File: src/sv/mmc_pkg.sv
// ----------------------------------------------------------------------------
// mmc_pkg
// Shared types and constants of the magnetometer min/max calibration block.
// ----------------------------------------------------------------------------
package mmc_pkg;

  // result field widths
  localparam int TOTAL_W  = 20;
  localparam int OFFSET_W = 15;
  localparam int SCALE_W  = 16;
  localparam int FIELD_W  = 16;

  // configuration register widths
  localparam int WARN_W   = 15;
  localparam int MARGIN_W = 12;
  localparam int CFG_IDX_W  = 2;
  localparam int CFG_DATA_W = 15;

  // register indexes
  localparam logic [CFG_IDX_W-1:0] REG_WARN_RANGE      = 2'd0;
  localparam logic [CFG_IDX_W-1:0] REG_SCALE_MIN_RANGE = 2'd1;
  localparam logic [CFG_IDX_W-1:0] REG_BOUND_MARGIN    = 2'd2;

  // register reset values
  localparam logic [WARN_W-1:0]   WARN_RESET   = 15'd200;
  localparam logic [WARN_W-1:0]   SMR_RESET    = 15'd100;
  localparam logic [MARGIN_W-1:0] MARGIN_RESET = 12'd500;

  // extremes after reset, 1000.0 uT in 0.1 uT units
  localparam int MIN_RESET = 10000;
  localparam int MAX_RESET = -10000;

  // scale is unsigned Q4.12
  localparam int SCALE_FRAC = 12;
  localparam logic [SCALE_W-1:0] SCALE_ONE = 16'd4096;
  localparam logic [SCALE_W-1:0] SCALE_SAT = 16'hFFFF;

  typedef logic [1:0] axis_t;
  localparam axis_t AXIS_X = 2'd0;
  localparam axis_t AXIS_Y = 2'd1;
  localparam axis_t AXIS_Z = 2'd2;

  // controller to datapath commands
  typedef struct packed {
    logic  sample_en;
    logic  div_start;
    axis_t div_axis;
    logic  load_out;
    axis_t axis;
    logic  clear;
  } mmc_cmd_t;

  // datapath to controller status
  typedef struct packed {
    logic div_done;
  } mmc_stat_t;

endpackage

File: src/sv/mmc_div.sv
// ----------------------------------------------------------------------------
// mmc_div
// Restoring radix-2 divider, one quotient bit per cycle.
// ----------------------------------------------------------------------------
module mmc_div #(
  parameter int NUM_W = 30,
  parameter int DEN_W = 18
) (
  input  logic             clk,
  input  logic             rst_n,
  input  logic             start,
  input  logic [NUM_W-1:0] num,
  input  logic [DEN_W-1:0] den,
  output logic [NUM_W-1:0] quo,
  output logic             done
);

  localparam int CNT_W = $clog2(NUM_W + 1);

  logic [DEN_W-1:0] rem_r, rem_nxt;
  logic [DEN_W-1:0] den_r, den_nxt;
  logic [NUM_W-1:0] nq_r, nq_nxt;
  logic [CNT_W-1:0] cnt_r, cnt_nxt;
  logic             done_r, done_nxt;
  logic [DEN_W:0]   rem_sh;
  logic [DEN_W:0]   rem_sub;
  logic             ge;

  // one shift and trial subtract per cycle
  always_comb begin
    rem_sh   = {rem_r, nq_r[NUM_W-1]};
    rem_sub  = rem_sh - {1'b0, den_r};
    ge       = (rem_sh >= {1'b0, den_r});
    rem_nxt  = rem_r;
    den_nxt  = den_r;
    nq_nxt   = nq_r;
    cnt_nxt  = cnt_r;
    done_nxt = 1'b0;
    if (start) begin
      rem_nxt = '0;
      den_nxt = den;
      nq_nxt  = num;
      cnt_nxt = CNT_W'(NUM_W);
    end else if (cnt_r != '0) begin
      rem_nxt  = ge ? rem_sub[DEN_W-1:0] : rem_sh[DEN_W-1:0];
      nq_nxt   = {nq_r[NUM_W-2:0], ge};
      cnt_nxt  = cnt_r - CNT_W'(1);
      done_nxt = (cnt_r == CNT_W'(1));
    end
  end

  // control state
  always_ff @(posedge clk) begin
    if (!rst_n) begin
      cnt_r  <= '0;
      done_r <= 1'b0;
    end else begin
      cnt_r  <= cnt_nxt;
      done_r <= done_nxt;
    end
  end

  // operands and partial results
  always_ff @(posedge clk) begin
    rem_r <= rem_nxt;
    den_r <= den_nxt;
    nq_r  <= nq_nxt;
  end

  assign quo  = nq_r;
  assign done = done_r;

endmodule

File: src/sv/mmc_datapath.sv
// ----------------------------------------------------------------------------
// mmc_datapath
// Min/max tracking, sample count, configuration registers, per-axis result
// arithmetic, scale divider and registered result ports.
// ----------------------------------------------------------------------------
module mmc_datapath #(
  parameter int SAMPLE_WIDTH = 14,
  parameter int COUNT_WIDTH  = 20
) (
  input  logic                                 clk,
  input  logic                                 rst_n,
  input  logic signed [SAMPLE_WIDTH-1:0]       in_mag_x,
  input  logic signed [SAMPLE_WIDTH-1:0]       in_mag_y,
  input  logic signed [SAMPLE_WIDTH-1:0]       in_mag_z,
  input  logic                                 cfg_we,
  input  logic [mmc_pkg::CFG_IDX_W-1:0]        cfg_index,
  input  logic [mmc_pkg::CFG_DATA_W-1:0]       cfg_data,
  input  mmc_pkg::mmc_cmd_t                    cmd,
  output mmc_pkg::mmc_stat_t                   stat,
  output logic                                 out_valid,
  output logic [1:0]                           out_axis,
  output logic signed [mmc_pkg::OFFSET_W-1:0]  out_offset,
  output logic [mmc_pkg::SCALE_W-1:0]          out_scale,
  output logic signed [mmc_pkg::FIELD_W-1:0]   out_span,
  output logic signed [mmc_pkg::FIELD_W-1:0]   out_bound_low,
  output logic signed [mmc_pkg::FIELD_W-1:0]   out_bound_high,
  output logic                                 out_limited_rotation,
  output logic [mmc_pkg::TOTAL_W-1:0]          out_sample_total,
  output logic                                 out_last
);

  import mmc_pkg::*;

  // extreme registers must hold the reset extremes and any sample
  localparam int EXT_W  = (SAMPLE_WIDTH > 15) ? SAMPLE_WIDTH : 15;
  localparam int SPW    = EXT_W + 1;
  localparam int SUMW   = SPW + 2;
  localparam int NUM_W  = SUMW + SCALE_FRAC;
  localparam int DEN_W  = SPW + 2;
  localparam int BND_W  = SPW + 1;

  localparam logic signed [EXT_W-1:0] MIN_INIT = EXT_W'(MIN_RESET);
  localparam logic signed [EXT_W-1:0] MAX_INIT = EXT_W'(MAX_RESET);

  // configuration registers
  logic [WARN_W-1:0]   warn_r, warn_nxt;
  logic [WARN_W-1:0]   smr_r, smr_nxt;
  logic [MARGIN_W-1:0] margin_r, margin_nxt;

  // run state
  logic signed [EXT_W-1:0] mn_r [3];
  logic signed [EXT_W-1:0] mx_r [3];
  logic signed [EXT_W-1:0] mn_nxt [3];
  logic signed [EXT_W-1:0] mx_nxt [3];
  logic signed [EXT_W-1:0] smp [3];
  logic [COUNT_WIDTH-1:0]  cnt_r, cnt_nxt;

  // per-axis arithmetic
  logic signed [SPW-1:0]   sp [3];
  logic signed [SPW-1:0]   mid [3];
  logic signed [BND_W-1:0] blo [3];
  logic signed [BND_W-1:0] bhi [3];
  logic signed [SUMW-1:0]  sum;
  logic signed [SPW:0]     warn_s;
  logic signed [SPW-1:0]   smr_s;
  logic signed [BND_W-1:0] margin_s;
  logic                    lim;
  logic [TOTAL_W-1:0]      total;

  // divider operands and result
  logic [SPW-1:0]   den_span;
  logic [DEN_W-1:0] den;
  logic [NUM_W-1:0] num;
  logic [NUM_W-1:0] quo;
  logic             div_done;
  logic [SCALE_W-1:0] scale_sel;
  logic signed [SPW-1:0] span_sel;

  // result registers
  logic                        ov_r, ov_nxt;
  axis_t                       oaxis_r;
  logic signed [OFFSET_W-1:0]  ooff_r;
  logic [SCALE_W-1:0]          oscale_r;
  logic signed [FIELD_W-1:0]   ospan_r;
  logic signed [FIELD_W-1:0]   oblo_r;
  logic signed [FIELD_W-1:0]   obhi_r;
  logic                        olim_r;
  logic [TOTAL_W-1:0]          ototal_r;
  logic                        olast_r;

  // configuration writes
  always_comb begin
    warn_nxt   = warn_r;
    smr_nxt    = smr_r;
    margin_nxt = margin_r;
    if (cfg_we) begin
      unique case (cfg_index)
        REG_WARN_RANGE:      warn_nxt   = cfg_data[WARN_W-1:0];
        REG_SCALE_MIN_RANGE: smr_nxt    = cfg_data[WARN_W-1:0];
        REG_BOUND_MARGIN:    margin_nxt = cfg_data[MARGIN_W-1:0];
        default: ;
      endcase
    end
  end

  always_ff @(posedge clk) begin
    if (!rst_n) begin
      warn_r   <= WARN_RESET;
      smr_r    <= SMR_RESET;
      margin_r <= MARGIN_RESET;
    end else begin
      warn_r   <= warn_nxt;
      smr_r    <= smr_nxt;
      margin_r <= margin_nxt;
    end
  end

  // min/max tracking and saturating sample count
  assign smp[0] = EXT_W'(in_mag_x);
  assign smp[1] = EXT_W'(in_mag_y);
  assign smp[2] = EXT_W'(in_mag_z);

  always_comb begin
    cnt_nxt = cnt_r;
    for (int k = 0; k < 3; k++) begin
      mn_nxt[k] = mn_r[k];
      mx_nxt[k] = mx_r[k];
    end
    if (cmd.clear) begin
      cnt_nxt = '0;
      for (int k = 0; k < 3; k++) begin
        mn_nxt[k] = MIN_INIT;
        mx_nxt[k] = MAX_INIT;
      end
    end else if (cmd.sample_en) begin
      if (cnt_r != '1) begin
        cnt_nxt = cnt_r + COUNT_WIDTH'(1);
      end
      for (int k = 0; k < 3; k++) begin
        if (smp[k] < mn_r[k]) mn_nxt[k] = smp[k];
        if (smp[k] > mx_r[k]) mx_nxt[k] = smp[k];
      end
    end
  end

  always_ff @(posedge clk) begin
    if (!rst_n) begin
      cnt_r <= '0;
      for (int k = 0; k < 3; k++) begin
        mn_r[k] <= MIN_INIT;
        mx_r[k] <= MAX_INIT;
      end
    end else begin
      cnt_r <= cnt_nxt;
      for (int k = 0; k < 3; k++) begin
        mn_r[k] <= mn_nxt[k];
        mx_r[k] <= mx_nxt[k];
      end
    end
  end

  // span, midpoint and bounds of every axis
  assign margin_s = BND_W'($signed({1'b0, margin_r}));
  always_comb begin
    for (int k = 0; k < 3; k++) begin
      sp[k]  = SPW'(mx_r[k]) - SPW'(mn_r[k]);
      mid[k] = SPW'(mx_r[k]) + SPW'(mn_r[k]);
      blo[k] = BND_W'(mn_r[k]) - margin_s;
      bhi[k] = BND_W'(mx_r[k]) + margin_s;
    end
  end

  assign sum    = SUMW'(sp[0]) + SUMW'(sp[1]) + SUMW'(sp[2]);
  assign warn_s = (SPW + 1)'($signed({1'b0, warn_r}));
  assign smr_s  = SPW'($signed({1'b0, smr_r}));
  assign lim    = ((SPW + 1)'(sp[0]) < warn_s) || ((SPW + 1)'(sp[1]) < warn_s);

  // saturated count for the result field
  generate
    if (COUNT_WIDTH > TOTAL_W) begin : g_total_sat
      assign total = (cnt_r[COUNT_WIDTH-1:TOTAL_W] != '0) ? '1 : cnt_r[TOTAL_W-1:0];
    end else begin : g_total_ext
      assign total = TOTAL_W'(cnt_r);
    end
  endgenerate

  // divider: sum * 4096 over 3 * span
  assign den_span = sp[cmd.div_axis];
  assign den      = (DEN_W'(den_span) << 1) + DEN_W'(den_span);
  assign num      = {sum, {SCALE_FRAC{1'b0}}};

  mmc_div #(
    .NUM_W (NUM_W),
    .DEN_W (DEN_W)
  ) u_div (
    .clk   (clk),
    .rst_n (rst_n),
    .start (cmd.div_start),
    .num   (num),
    .den   (den),
    .quo   (quo),
    .done  (div_done)
  );

  assign stat.div_done = div_done;

  // scale selection for the axis being emitted
  assign span_sel = sp[cmd.axis];
  always_comb begin
    priority if (span_sel <= smr_s) begin
      scale_sel = SCALE_ONE;
    end else if (sum <= '0) begin
      scale_sel = '0;
    end else if (quo[NUM_W-1:SCALE_W] != '0) begin
      scale_sel = SCALE_SAT;
    end else begin
      scale_sel = quo[SCALE_W-1:0];
    end
  end

  // result strobe
  assign ov_nxt = cmd.load_out;
  always_ff @(posedge clk) begin
    if (!rst_n) begin
      ov_r <= 1'b0;
    end else begin
      ov_r <= ov_nxt;
    end
  end

  // result payload
  always_ff @(posedge clk) begin
    if (cmd.load_out) begin
      oaxis_r  <= cmd.axis;
      ooff_r   <= OFFSET_W'(mid[cmd.axis] >>> 1);
      oscale_r <= scale_sel;
      ospan_r  <= span_sel[FIELD_W-1:0];
      oblo_r   <= blo[cmd.axis][FIELD_W-1:0];
      obhi_r   <= bhi[cmd.axis][FIELD_W-1:0];
      olim_r   <= lim;
      ototal_r <= total;
      olast_r  <= (cmd.axis == AXIS_Z);
    end
  end

  assign out_valid            = ov_r;
  assign out_axis             = oaxis_r;
  assign out_offset           = ooff_r;
  assign out_scale            = oscale_r;
  assign out_span             = ospan_r;
  assign out_bound_low        = oblo_r;
  assign out_bound_high       = obhi_r;
  assign out_limited_rotation = olim_r;
  assign out_sample_total     = ototal_r;
  assign out_last             = olast_r;

  // a load always produces one strobe
  a_load_strobe: assert property (@(posedge clk) disable iff (!rst_n)
    cmd.load_out |=> out_valid)
    else $error("result load without strobe");

  // the closing result is the Z axis
  a_last_is_z: assert property (@(posedge clk) disable iff (!rst_n)
    (out_valid && out_last) |-> (out_axis == AXIS_Z))
    else $error("last flag on a non-Z result");

  // a finished run starts from an empty count
  a_clear_count: assert property (@(posedge clk) disable iff (!rst_n)
    cmd.clear |=> (cnt_r == '0))
    else $error("count not cleared after finish");

endmodule

File: src/sv/mmc_ctrl.sv
// ----------------------------------------------------------------------------
// mmc_ctrl
// Controller: takes commands, steps the three per-axis divisions on finish
// and issues result loads and the state clear.
// ----------------------------------------------------------------------------
module mmc_ctrl (
  input  logic                clk,
  input  logic                rst_n,
  input  logic                start,
  input  logic                in_command,
  input  mmc_pkg::mmc_stat_t  stat,
  output logic                busy,
  output mmc_pkg::mmc_cmd_t   cmd
);

  import mmc_pkg::*;

  typedef enum logic [1:0] {
    ST_IDLE = 2'b01,
    ST_DIV  = 2'b10
  } state_t;

  state_t state_r, state_nxt;
  axis_t  axis_r, axis_nxt;
  logic   accept;
  logic   step_done;

  assign accept    = start && (state_r == ST_IDLE);
  assign step_done = (state_r == ST_DIV) && stat.div_done;

  // next state and axis
  always_comb begin
    state_nxt = state_r;
    axis_nxt  = axis_r;
    unique case (state_r)
      ST_IDLE: begin
        if (accept && in_command) begin
          state_nxt = ST_DIV;
          axis_nxt  = AXIS_X;
        end
      end
      ST_DIV: begin
        if (stat.div_done) begin
          if (axis_r == AXIS_Z) begin
            state_nxt = ST_IDLE;
            axis_nxt  = AXIS_X;
          end else begin
            axis_nxt = axis_r + axis_t'(1);
          end
        end
      end
      default: begin
        state_nxt = ST_IDLE;
        axis_nxt  = AXIS_X;
      end
    endcase
  end

  always_ff @(posedge clk) begin
    if (!rst_n) begin
      state_r <= ST_IDLE;
      axis_r  <= AXIS_X;
    end else begin
      state_r <= state_nxt;
      axis_r  <= axis_nxt;
    end
  end

  // commands to the datapath
  always_comb begin
    cmd.sample_en = accept && !in_command;
    cmd.div_start = (accept && in_command) || (step_done && (axis_r != AXIS_Z));
    cmd.div_axis  = accept ? AXIS_X : (axis_r + axis_t'(1));
    cmd.load_out  = step_done;
    cmd.axis      = axis_r;
    cmd.clear     = step_done && (axis_r == AXIS_Z);
  end

  assign busy = (state_r == ST_DIV);

endmodule

File: src/sv/magnetometer_minmax_calibration.sv
// ----------------------------------------------------------------------------
// magnetometer_minmax_calibration
// A sample command can be issued every cycle while busy is low; busy stays low.
// A finish command raises busy while one radix-2 divider computes the scale
// of each axis in turn, one quotient bit per cycle.
// The three results strobe out_valid at the end of each axis division.
// Synchronous active-low reset restores the configuration registers and clears the run state.
// ----------------------------------------------------------------------------
module magnetometer_minmax_calibration #(
  parameter int SAMPLE_WIDTH = 14,
  parameter int COUNT_WIDTH  = 20
) (
  input  logic                                 clk,
  input  logic                                 rst_n,
  input  logic                                 start,
  output logic                                 busy,
  input  logic                                 in_command,
  input  logic signed [SAMPLE_WIDTH-1:0]       in_mag_x,
  input  logic signed [SAMPLE_WIDTH-1:0]       in_mag_y,
  input  logic signed [SAMPLE_WIDTH-1:0]       in_mag_z,
  input  logic                                 cfg_valid,
  output logic                                 cfg_ready,
  input  logic [mmc_pkg::CFG_IDX_W-1:0]        cfg_index,
  input  logic [mmc_pkg::CFG_DATA_W-1:0]       cfg_data,
  output logic                                 out_valid,
  output logic [1:0]                           out_axis,
  output logic signed [mmc_pkg::OFFSET_W-1:0]  out_offset,
  output logic [mmc_pkg::SCALE_W-1:0]          out_scale,
  output logic signed [mmc_pkg::FIELD_W-1:0]   out_span,
  output logic signed [mmc_pkg::FIELD_W-1:0]   out_bound_low,
  output logic signed [mmc_pkg::FIELD_W-1:0]   out_bound_high,
  output logic                                 out_limited_rotation,
  output logic [mmc_pkg::TOTAL_W-1:0]          out_sample_total,
  output logic                                 out_last
);

  import mmc_pkg::*;

  mmc_cmd_t  cmd;
  mmc_stat_t stat;

  // configuration writes are always taken
  assign cfg_ready = 1'b1;

  mmc_ctrl u_ctrl (
    .clk        (clk),
    .rst_n      (rst_n),
    .start      (start),
    .in_command (in_command),
    .stat       (stat),
    .busy       (busy),
    .cmd        (cmd)
  );

  mmc_datapath #(
    .SAMPLE_WIDTH (SAMPLE_WIDTH),
    .COUNT_WIDTH  (COUNT_WIDTH)
  ) u_datapath (
    .clk                  (clk),
    .rst_n                (rst_n),
    .in_mag_x             (in_mag_x),
    .in_mag_y             (in_mag_y),
    .in_mag_z             (in_mag_z),
    .cfg_we               (cfg_valid && cfg_ready),
    .cfg_index            (cfg_index),
    .cfg_data             (cfg_data),
    .cmd                  (cmd),
    .stat                 (stat),
    .out_valid            (out_valid),
    .out_axis             (out_axis),
    .out_offset           (out_offset),
    .out_scale            (out_scale),
    .out_span             (out_span),
    .out_bound_low        (out_bound_low),
    .out_bound_high       (out_bound_high),
    .out_limited_rotation (out_limited_rotation),
    .out_sample_total     (out_sample_total),
    .out_last             (out_last)
  );

endmodule
File: config.mk
export PLATFORM = sky130hd
export DESIGN_NAME = magnetometer_minmax_calibration
export DESIGN_NICKNAME = d
export VERILOG_FILES = /design/src/sv/mmc_pkg.sv /design/src/sv/mmc_div.sv /design/src/sv/mmc_datapath.sv /design/src/sv/mmc_ctrl.sv /design/src/sv/magnetometer_minmax_calibration.sv
export SDC_FILE = /design/constraint.sdc
export NUM_CORES = 1
export LEC_CHECK = 0
export BUFFER_PORTS_ARGS = -buffer_cell sky130_fd_sc_hd__buf_4
export CAP_MARGIN = 20
export CORE_AREA = 2 2 216 218
export CTS_CLUSTER_SIZE = 16
export DETAILED_ROUTE_END_ITERATION = 10
export DIE_AREA = 0 0 218 220
export PLACE_DENSITY = 0.76
export SYNTH_ARGS = -nofsm -noshare
export SYNTH_HDL_FRONTEND = slang
export SYNTH_SLANG_ARGS = --single-unit
File: constraint.sdc
create_clock -name clk -period 10.88 [get_ports clk]
set_input_delay 0.544 -clock clk [delete_from_list [all_inputs] [get_ports clk]]
set_output_delay 0.544 -clock clk [all_outputs]
set_load 0.02 [all_outputs]
# After elaboration in Yosys (flattened, before gate mapping)

Memories as Yosys holds them, arrays and structs flattened.
Cells that the tools add are included.

Output and inout bits: 106
Bits in writable memories: 90
Bits in registers: 242
Memories kept: 2
Word-level logic and storage cells: 151
Input bits: 64

Mux-type cells: 49
Reduce and logical (&&, ||, !) cells: 23
Equality and inequality tests: 11
Magnitude comparators: 13
Add/subtract/negate cells: 19
Bitwise gates (word level): 10

Memory list:

| name            | depth | width | read ports | clocked after memory_dff | wr ports | line               | text |
|---|---|---|---|---|---|---|---|
| u_datapath.mn_r | 3     | 15    | 3          | 0                        | 3        | mmc_datapath.sv:51 | `logic signed [EXT_W-1:0] mn_r [3];` |
| u_datapath.mx_r | 3     | 15    | 3          | 0                        | 3        | mmc_datapath.sv:52 | `logic signed [EXT_W-1:0] mx_r [3];` |

Operators with widths:

| cell                    | count |
|---|---|
| $mux W15                | 12 |
| $mux W45                | 4 |
| $mux W16                | 11 |
| $bmux W16 S2            | 3 |
| $bmux W17 S2            | 2 |
| $mux W30                | 2 |
| $add A15 B13 Y16        | 3 |
| $add A15 B15 Y16        | 3 |
| $sub A15 B13 Y16        | 3 |
| $sub A15 B15 Y16        | 3 |
| $gt A14 B15 Y1          | 3 |
| $lt A14 B15 Y1          | 3 |
| $add A17 B16 Y18        | 2 |
| $lt A16 B16 Y1          | 2 |
| $add A20 B1 Y20 const B | 1 |
| $ne A20 B20 Y1 const B  | 1 |
| $ge A19 B18 Y1          | 1 |
| $le A18 B1 Y1 const B   | 1 |
| $mux W18                | 1 |
| $sub A18 B18 Y18        | 1 |
| $add A16 B16 Y17        | 1 |
| $le A16 B16 Y1          | 1 |
| $mux W2                 | 7 |
| $reduce_bool A14 Y1     | 1 |
| 25 further kinds        | 53 |

# Depth between registers and ports, before layout

Gate-level depths: netlist of the first run.

Word-level depth: 8
Depth in mapped cells: 24
Depth with buffers taken out: 23

# By module

Synthesis of the first run repeated with hierarchy kept, for this count alone.

Cell total of the unflattened synthesis: 2999
Area total of the unflattened synthesis: 26402.8 um2

Modules (own cells, without submodules):

| module                          | cells an instance | area an instance (um2) | sequential area each (um2) | instances |
|---|---|---|---|---|
| mmc_datapath                    | 2599              | 22186.3                | 6155.9                     | 1 |
| mmc_div                         | 364               | 3921.3                 | 1921.8                     | 1 |
| mmc_ctrl                        | 34                | 284.0                  | 80.1                       | 1 |
| magnetometer_minmax_calibration | 2                 | 11.3                   | 0.0                        | 1 |

# Worst setup path before layout of the first run

No wires, ideal clock.

Path type: register to register
Start point: memory u_datapath.mn_r[0][15] in the netlist's numbering
End point: register u_datapath.oscale_r[10], in the netlist u_datapath.out_scale[10], data pin
Arrival: 4.762 ns
Library setup time: 0.253 ns
Cell stages (with the launch flop): 22
Clock period less this slack: 5.015 ns
Data required time: 10.627 ns
Path buffers: 1
Slack: 5.865 ns
Cell sequence: dfxtp_1 ha_1 inv_1 fa_1 a21o_1 a21oi_1 nor2b_1 o41ai_1 o21ai_0 a21oi_1 xnor2_1 fa_1 ha_1 a21o_2 a21o_1 a21oi_1 o21ai_0 a211oi_1 a21oi_1 o31ai_4 buf_6 nor2_2

RTL lines:

| element              | line                | text |
|---|---|---|
| from (decl)          | mmc_datapath.sv:51  |  |
| to (signal assigned) | mmc_datapath.sv:236 | `oscale_r <= scale_sel;` |
| to (decl)            | mmc_datapath.sv:83  | `logic [SCALE_W-1:0] oscale_r;` |

==> qor.txt, run 1 <==
RSZ-0062 raised after global routing: no
Worst-path clk slew: 0.06 ns
number of enable flip-flop cells after synthesis: 139
Site Rows: 79
area grow syn2layout: 12.0%
grt total ovfl: 0
Die ar.: 48,000 µm²
multiplexer share of the synthesized area: 0.0204
max-cap viol count: 0
hold buffer count at cts: 0
combinational share of power: 0.426
Yosys warning count: 0
Setup crit start kind: flop
Worst Hold Launch: in_mag_x[8]
vias per inst: 6.25
DR pass1 iterations: 6
drt total wl: 90,000 µm
CP arrival: 6.46 ns
I/O pin total: 170
Mapped Nets: 3,492
cell chosen for the clock root: clkbuf_16
Synth Area in Adders: 0.191
clock latency on the worst-skew pair: 0.58 ns
Pint: 3.21 mW
pwr dens: 179 nW/µm²
CP max FO: 15
Final Hold Viols: 0
worst min path class: in2reg
Iteration-0 DRC Markers: 2,321
Worst slew margin: 0.182
ranking of synthesized cells by area: ha_1 (17%), edfxtp_1 (16%), dfxtp_1 (15%)
# H-tree levels: 2
Avg Cell Area, Syn: 8.59 µm²
drt wl/cell: 23.7 µm
area leader, netlist: ha_1
Sink Count: 332
Nets: 3,604
RR Startpoint: u_datapath.mn_r[0][15]
first-pass GRT wire length: 134,000 µm
Core Area: 45,900 µm²
Max Clock Skew: 0.0249 ns
via count: 23,700
initial antenna violation count: 1
remaining antenna violation count after routing: 0
drt drc: 0
post-CTS resize count: 0
Switching Fraction: 0.386
status: finished clean
TNS Setup: 0 ns
WP data required: 11.17 ns
Critical Path End Type: flop
Post-synth top cells: ha_1 (349), nand2_1 (287), inv_1 (266)
routability cong.: 1.11
launch point of the worst path: u_datapath.mn_r[0][15]
Leakage: 12.5 nW
measured slew at the worst slew-check pin: 1.23 ns
setup bufs post-CTS: 0
fin. max-slew vios: 0
ys flop type: dfxtp_1
Synth Area in Compound Gates: 0.203
pin count of the biggest net entering global routing: 77
post-synthesis simple-gate area fraction: 0.158
P_sw: 2.02 mW
post-synthesis sequential area ratio: 0.307
Tmin final: 6.17 ns
Util after Layout: 0.639
HPWL after DPL: 69,900 µm
main combinational cell family by area after synthesis: compound AO/OA/AOI/OAI gates
Max clock buf depth: 3
Synth Area in XOR/XNOR: 0.0653
Worst VDD drop: 186 µV
initial core utilization: 0.571
Final period util: 0.568
Achievable Freq: 162 MHz
vias in the first global route: 23,100
count of input and output buffers: 168
width of the die: 218 µm
Synth async-reset ratio: 0
area share of the largest cell type after synthesis: 0.167
share of layout cells above drive strength 1: 0.0966
gr usage total: 0.368
cells after synthesis: 3,048
total clock buffers created by CTS: 37
Fill cells: 3,901
post-synth cell types: 91
CTS tree: built
most frequent cell after synthesis: ha_1
final setup violating endpoints: 0
number of synthesized register bits: 332
Flop pwr share: 0.305
Die Ht: 220 µm
Setup CP Type: reg2reg
Clk pwr share: 0.269
Post-Syn Area: 26,200 µm²
area by class of cell:
class / instances / area, µm² / share of cell area
Sequential cell: 332 / 8040 / 0.274
Clock inverter: 27 / 383 / 0.0131
Clock buffer: 41 / 981 / 0.0335
Tap cell: 607 / 759 / 0.0259
Antenna cell: 2 / 5.00 / 0.000171
Multi-Input combinational cell: 2331 / 16700 / 0.569
Timing Repair Buffer: 189 / 1440 / 0.0492
Inverter: 269 / 1010 / 0.0345
metrics by stage:
stage	total power [mW]	setup slack, ns	instance area [µm²]	std cells	hold slack [ns]
after global placement	3.70	5.01	27900	3724	0.428
after floorplan	3.18	5.87	26200	3048	0.408
final	5.24	4.71	29300	3798	0.236
after CTS	5.19	4.84	29300	3792	0.224
after detailed placement	3.77	4.84	27900	3724	0.428
after global routing	5.52	4.38	29300	3796	0.260
flip-flops by register name, summed over array words and instances (netlist names), 5 cells and up:
register and count:
u_datapath.cnt_r 20, u_datapath.margin_r 12, u_datapath.mn_r 45, u_datapath.mx_r 45
u_datapath.out_bound_high 16, u_datapath.out_bound_low 16, u_datapath.out_offset 15, u_datapath.out_sample_total 20
u_datapath.out_scale 16, u_datapath.out_span 16, u_datapath.smr_r 15, u_datapath.u_div.cnt_r 5
u_datapath.u_div.den_r 18, u_datapath.u_div.quo 30, u_datapath.u_div.rem_r 18, u_datapath.warn_r 15
power groups by stage:
stage,clock network (mW),registers (mW),logic (mW)
2_1_floorplan,0,1.57,1.61
3_3_place_gp,0,1.61,2.09
3_5_place_dp,0,1.62,2.15
4_1_cts,1.43,1.60,2.17
5_1_grt,1.47,1.61,2.45
6_report,1.41,1.60,2.23
cells by family after synthesis:
kind of cell / after synthesis
xor gates and xnor gates: 195
adders and majority gates: 380
AOI/OAI and AO/OA: 812
and+or+nand+nor: 890
other: 1
DFF: 332
buffers and inverters: 385
muxes: 53
critical path: stages, from the launching register on:
cell and delay [ns]:
dfxtp_1 0.42, ha_1 0.21, inv_1 0.06, fa_1 0.41, a21o_1 0.17, a21oi_1 0.23
nor2b_1 0.10, o41ai_1 0.58, o21ai_0 0.23, xor2_1 0.47, fa_1 0.53, ha_1 0.38
inv_1 0.13, nor2_1 0.07, o311a_1 0.34, or3_1 0.34, a21oi_1 0.17, nand4bb_1 0.21
o31ai_4 0.72, nor2_1 0.12
metal layers:
layer  track usage  share of wire  vias to the layer above
li1              -              -                    11100
met1         0.453           0.40                    11300
met2         0.594           0.45                     1107
met3        0.0509          0.074                      294
met4         0.267          0.080                        0
met5             0              0                        -
worst paths after layout:
| path | end | slack [ns] | cells after the start |
|---|---|---|---|
| worst max register to register | u_datapath.out_scale[3] | 4.71 | 19 |
| worst min register to register | u_datapath.out_sample_total[14] | 0.46 | 0 |
| worst min-delay path | u_datapath.mn_r[0][8] | 0.24 | 3 |
| worst max-delay path | u_datapath.out_scale[3] | 4.71 | 19 |
cell usage in the layout, fill, tap and decap left out, types with 12 or more instances in the layout:
cell type	Yosys	final
a21oi_1	203	203
nand2_1	287	285
o21a_1	45	45
o211ai_1	55	55
nand3_1	67	67
mux2i_1	50	50
fa_1	31	31
dfxtp_1	193	191
a21o_1	55	55
clkbuf_16	0	37
edfxtp_1	139	139
nand2b_1	31	31
o31a_1	12	12
nor2b_1	53	53
inv_1	266	265
a31oi_1	38	37
nor2_1	260	259
or3_1	20	20
o22ai_1	52	52
a211oi_1	24	24
o21bai_1	19	19
a21boi_0	42	42
o21ai_0	145	145
buf_4	1	186
or2_2	12	12
ha_1	349	349
nand4_1	31	31
o31ai_1	21	21
xnor2_1	138	138
xor2_1	57	57
nor3_1	57	57
Power figures use the tool's default switching activity.
==> run 2: changes to the inputs <==
clock period = 6.4 ns   (was 10.88 ns; I/O delays follow)
==> run 2 against run 1 <==
Sequential power is 69% higher; largest cell class unchanged; critical endpoint is now u_datapath.out_scale[0]; worst hold slack got worse by 0.22 ns; register-to-register slack worse by 4.2 ns; first-iteration DRC count shrank 1.6%; critical path depth increased by 2.
==> qor.txt, run 2 (synthesized netlist as in run 1, its figures left out) <==
diode count: 0
Final period util: 0.922
CP max-delay cell: o41ai_1
Die ar.: 48,000 µm²
CP max FO: 15
gr usage total: 0.378
initial core utilization: 0.571
commonest non-fill, non-tap cell in the layout: ha_1
Max clock buf depth: 3
drt total wl: 92,200 µm
first-pass GRT wire length: 136,000 µm
Tmin final: 5.90 ns
cell chosen for the clock root: clkbuf_16
met1 WL: 36,700 µm
Sink Count: 332
Critical Path End Type: flop
WP depth: 21
worst min path class: in2reg
count of input and output buffers: 168
max-cap viol count: 0
CP arrival: 6.23 ns
vias per inst: 6.21
grt total ovfl: 0
area grow syn2layout: 12.4%
RSZ-0062 raised after global routing: no
Util after Layout: 0.641
fin. max-slew vios: 0
commonest cells after routing, fill and taps aside: ha_1 (349), nand2_1 (285), inv_1 (265)
RR Startpoint: u_datapath.mn_r[0][15]
Leakage: 12.5 nW
width of the die: 218 µm
vias in the first global route: 22,900
clock latency on the worst-skew pair: 0.58 ns
top routing layer in use: met4
initial antenna violation count: 0
WL met3: 6510 µm
post-CTS resize count: 0
Max Clock Skew: 0.0213 ns
R2R depth: 21
RR Endpoint: u_datapath.out_scale[0]
Die Ht: 220 µm
routability cong.: 1.15
final setup violating endpoints: 0
TNS Setup: 0 ns
HPWL after DPL: 71,500 µm
remaining antenna violation count after routing: 0
Worst-path clk slew: 0.07 ns
R2R Setup Slk: 0.50 ns
Worst VDD drop: 308 µV
Setup CP Type: reg2reg
Site Rows: 79
# H-tree levels: 2
share of layout cells above drive strength 1: 0.0989
CP most frequent cell: a21oi_1
via count: 23,700
Achievable Freq: 169 MHz
CTS tree: built
Iteration-0 DRC Markers: 2,285
Worst slew margin: 0.244
launch point of the worst path: u_datapath.mn_r[0][15]
Fill cells: 3,880
crit path buf inv count: 2
CP cell instances: ha_1, inv_1, fa_1, a21o_1, a21oi_1, nor2b_1, o41ai_1, o21ai_0, a21oi_1, xnor2_1, fa_1, ha_1, a21o_2, a21o_1, a21oi_1, o21ai_0, a211oi_1, a21oi_1, o31ai_4, buf_4, nor2_1
pin count of the biggest net entering global routing: 77
Setup crit start kind: flop
Nets: 3,619
worst hold margin: 0.0128 ns
status: finished clean
setup bufs post-CTS: 0
Core Area: 45,900 µm²
I/O pin total: 170
CP Capture Point: u_datapath.out_scale[0]
DR pass1 iterations: 6
critical path's top delay family: compound AO/OA/AOI/OAI gates
measured slew at the worst slew-check pin: 1.13 ns
drt wl/cell: 24.2 µm
drt drc: 0
slowest cell delay on critical path: 0.64 ns
total clock buffers created by CTS: 38
WP data required: 6.73 ns
routed wl met2: 42,800 µm
Final Hold Viols: 0
pwr dens: 304 nW/µm²
==> run 2: cell types whose count changed in the layout (fill, tap and decap cells not counted), sizes merged <==
cell,delta
diode,-2
inv,-6
bufinv,-1
clkinv,+4
buf,+10
clkbuf,+5
dlygate4sd3,+4
==> run 2: what timing repair did <==
action	4_1_cts	5_1_grt
setup endpoints to repair	0	0
hold buffers	4	0
hold endpoints to repair	4	0
==> run 2: cell type report <==
| class | count | area, µm² | area share |
|---|---|---|---|
| Tap cell | 607 | 759 | 0.0258 |
| Multi-Input combinational cell | 2331 | 16700 | 0.568 |
| Clock inverter | 24 | 360 | 0.0123 |
| Clock buffer | 46 | 1000 | 0.0341 |
| Sequential cell | 332 | 8040 | 0.273 |
| Inverter | 269 | 1010 | 0.0344 |
| Timing Repair Buffer | 203 | 1540 | 0.0523 |
==> run 2: stage by stage <==
stage,worst slack [ns],cell area (µm²),instances,total power [mW]
2_1_floorplan,1.39,26200,3048,5.41
3_3_place_gp,0.771,28000,3736,6.34
3_5_place_dp,0.681,28000,3736,6.46
4_1_cts,0.639,29400,3810,8.84
5_1_grt,0.139,29400,3812,9.40
6_report,0.499,29400,3812,8.94
==> run 2: worst min-delay path by stage <==
stage                                     from                              end  slack [ns]  cells past startpoint
after CTS                          in_mag_z[4]           u_datapath.mn_r[0][34]      0.0005                      3
final                              in_mag_z[4]           u_datapath.mn_r[0][34]        0.01                      3
after detailed placement  u_datapath.cnt_r[14]  u_datapath.out_sample_total[14]        0.43                      0
after global placement    u_datapath.cnt_r[14]  u_datapath.out_sample_total[14]        0.42                      0
after global routing               cfg_data[6]             u_datapath.warn_r[6]        0.02                      3
after floorplan           u_datapath.cnt_r[14]  u_datapath.out_sample_total[14]        0.41                      0
==> run 2: tightest hold or removal path: stages <==
cell	delay (ns)
buf_4	0.11
nand2_1	0.05
o211ai_1	0.07
==> run 2: routing by layer <==
metal / track usage / up-vias
met3: 0.0496 / 259
met4: 0.230 / 0
met2: 0.635 / 1013
li1: - / 11100
met1: 0.463 / 11300
met5: 0 / -
==> run 2: where the power goes <==
part | switching [mW] | leakage [nW] | internal [mW]
clock network | 0.962 | 0.643 | 1.42
logic | 2.34 | 9.05 | 1.50
registers | 0.199 | 2.85 | 2.52
total | 3.50 | 12.5 | 5.44
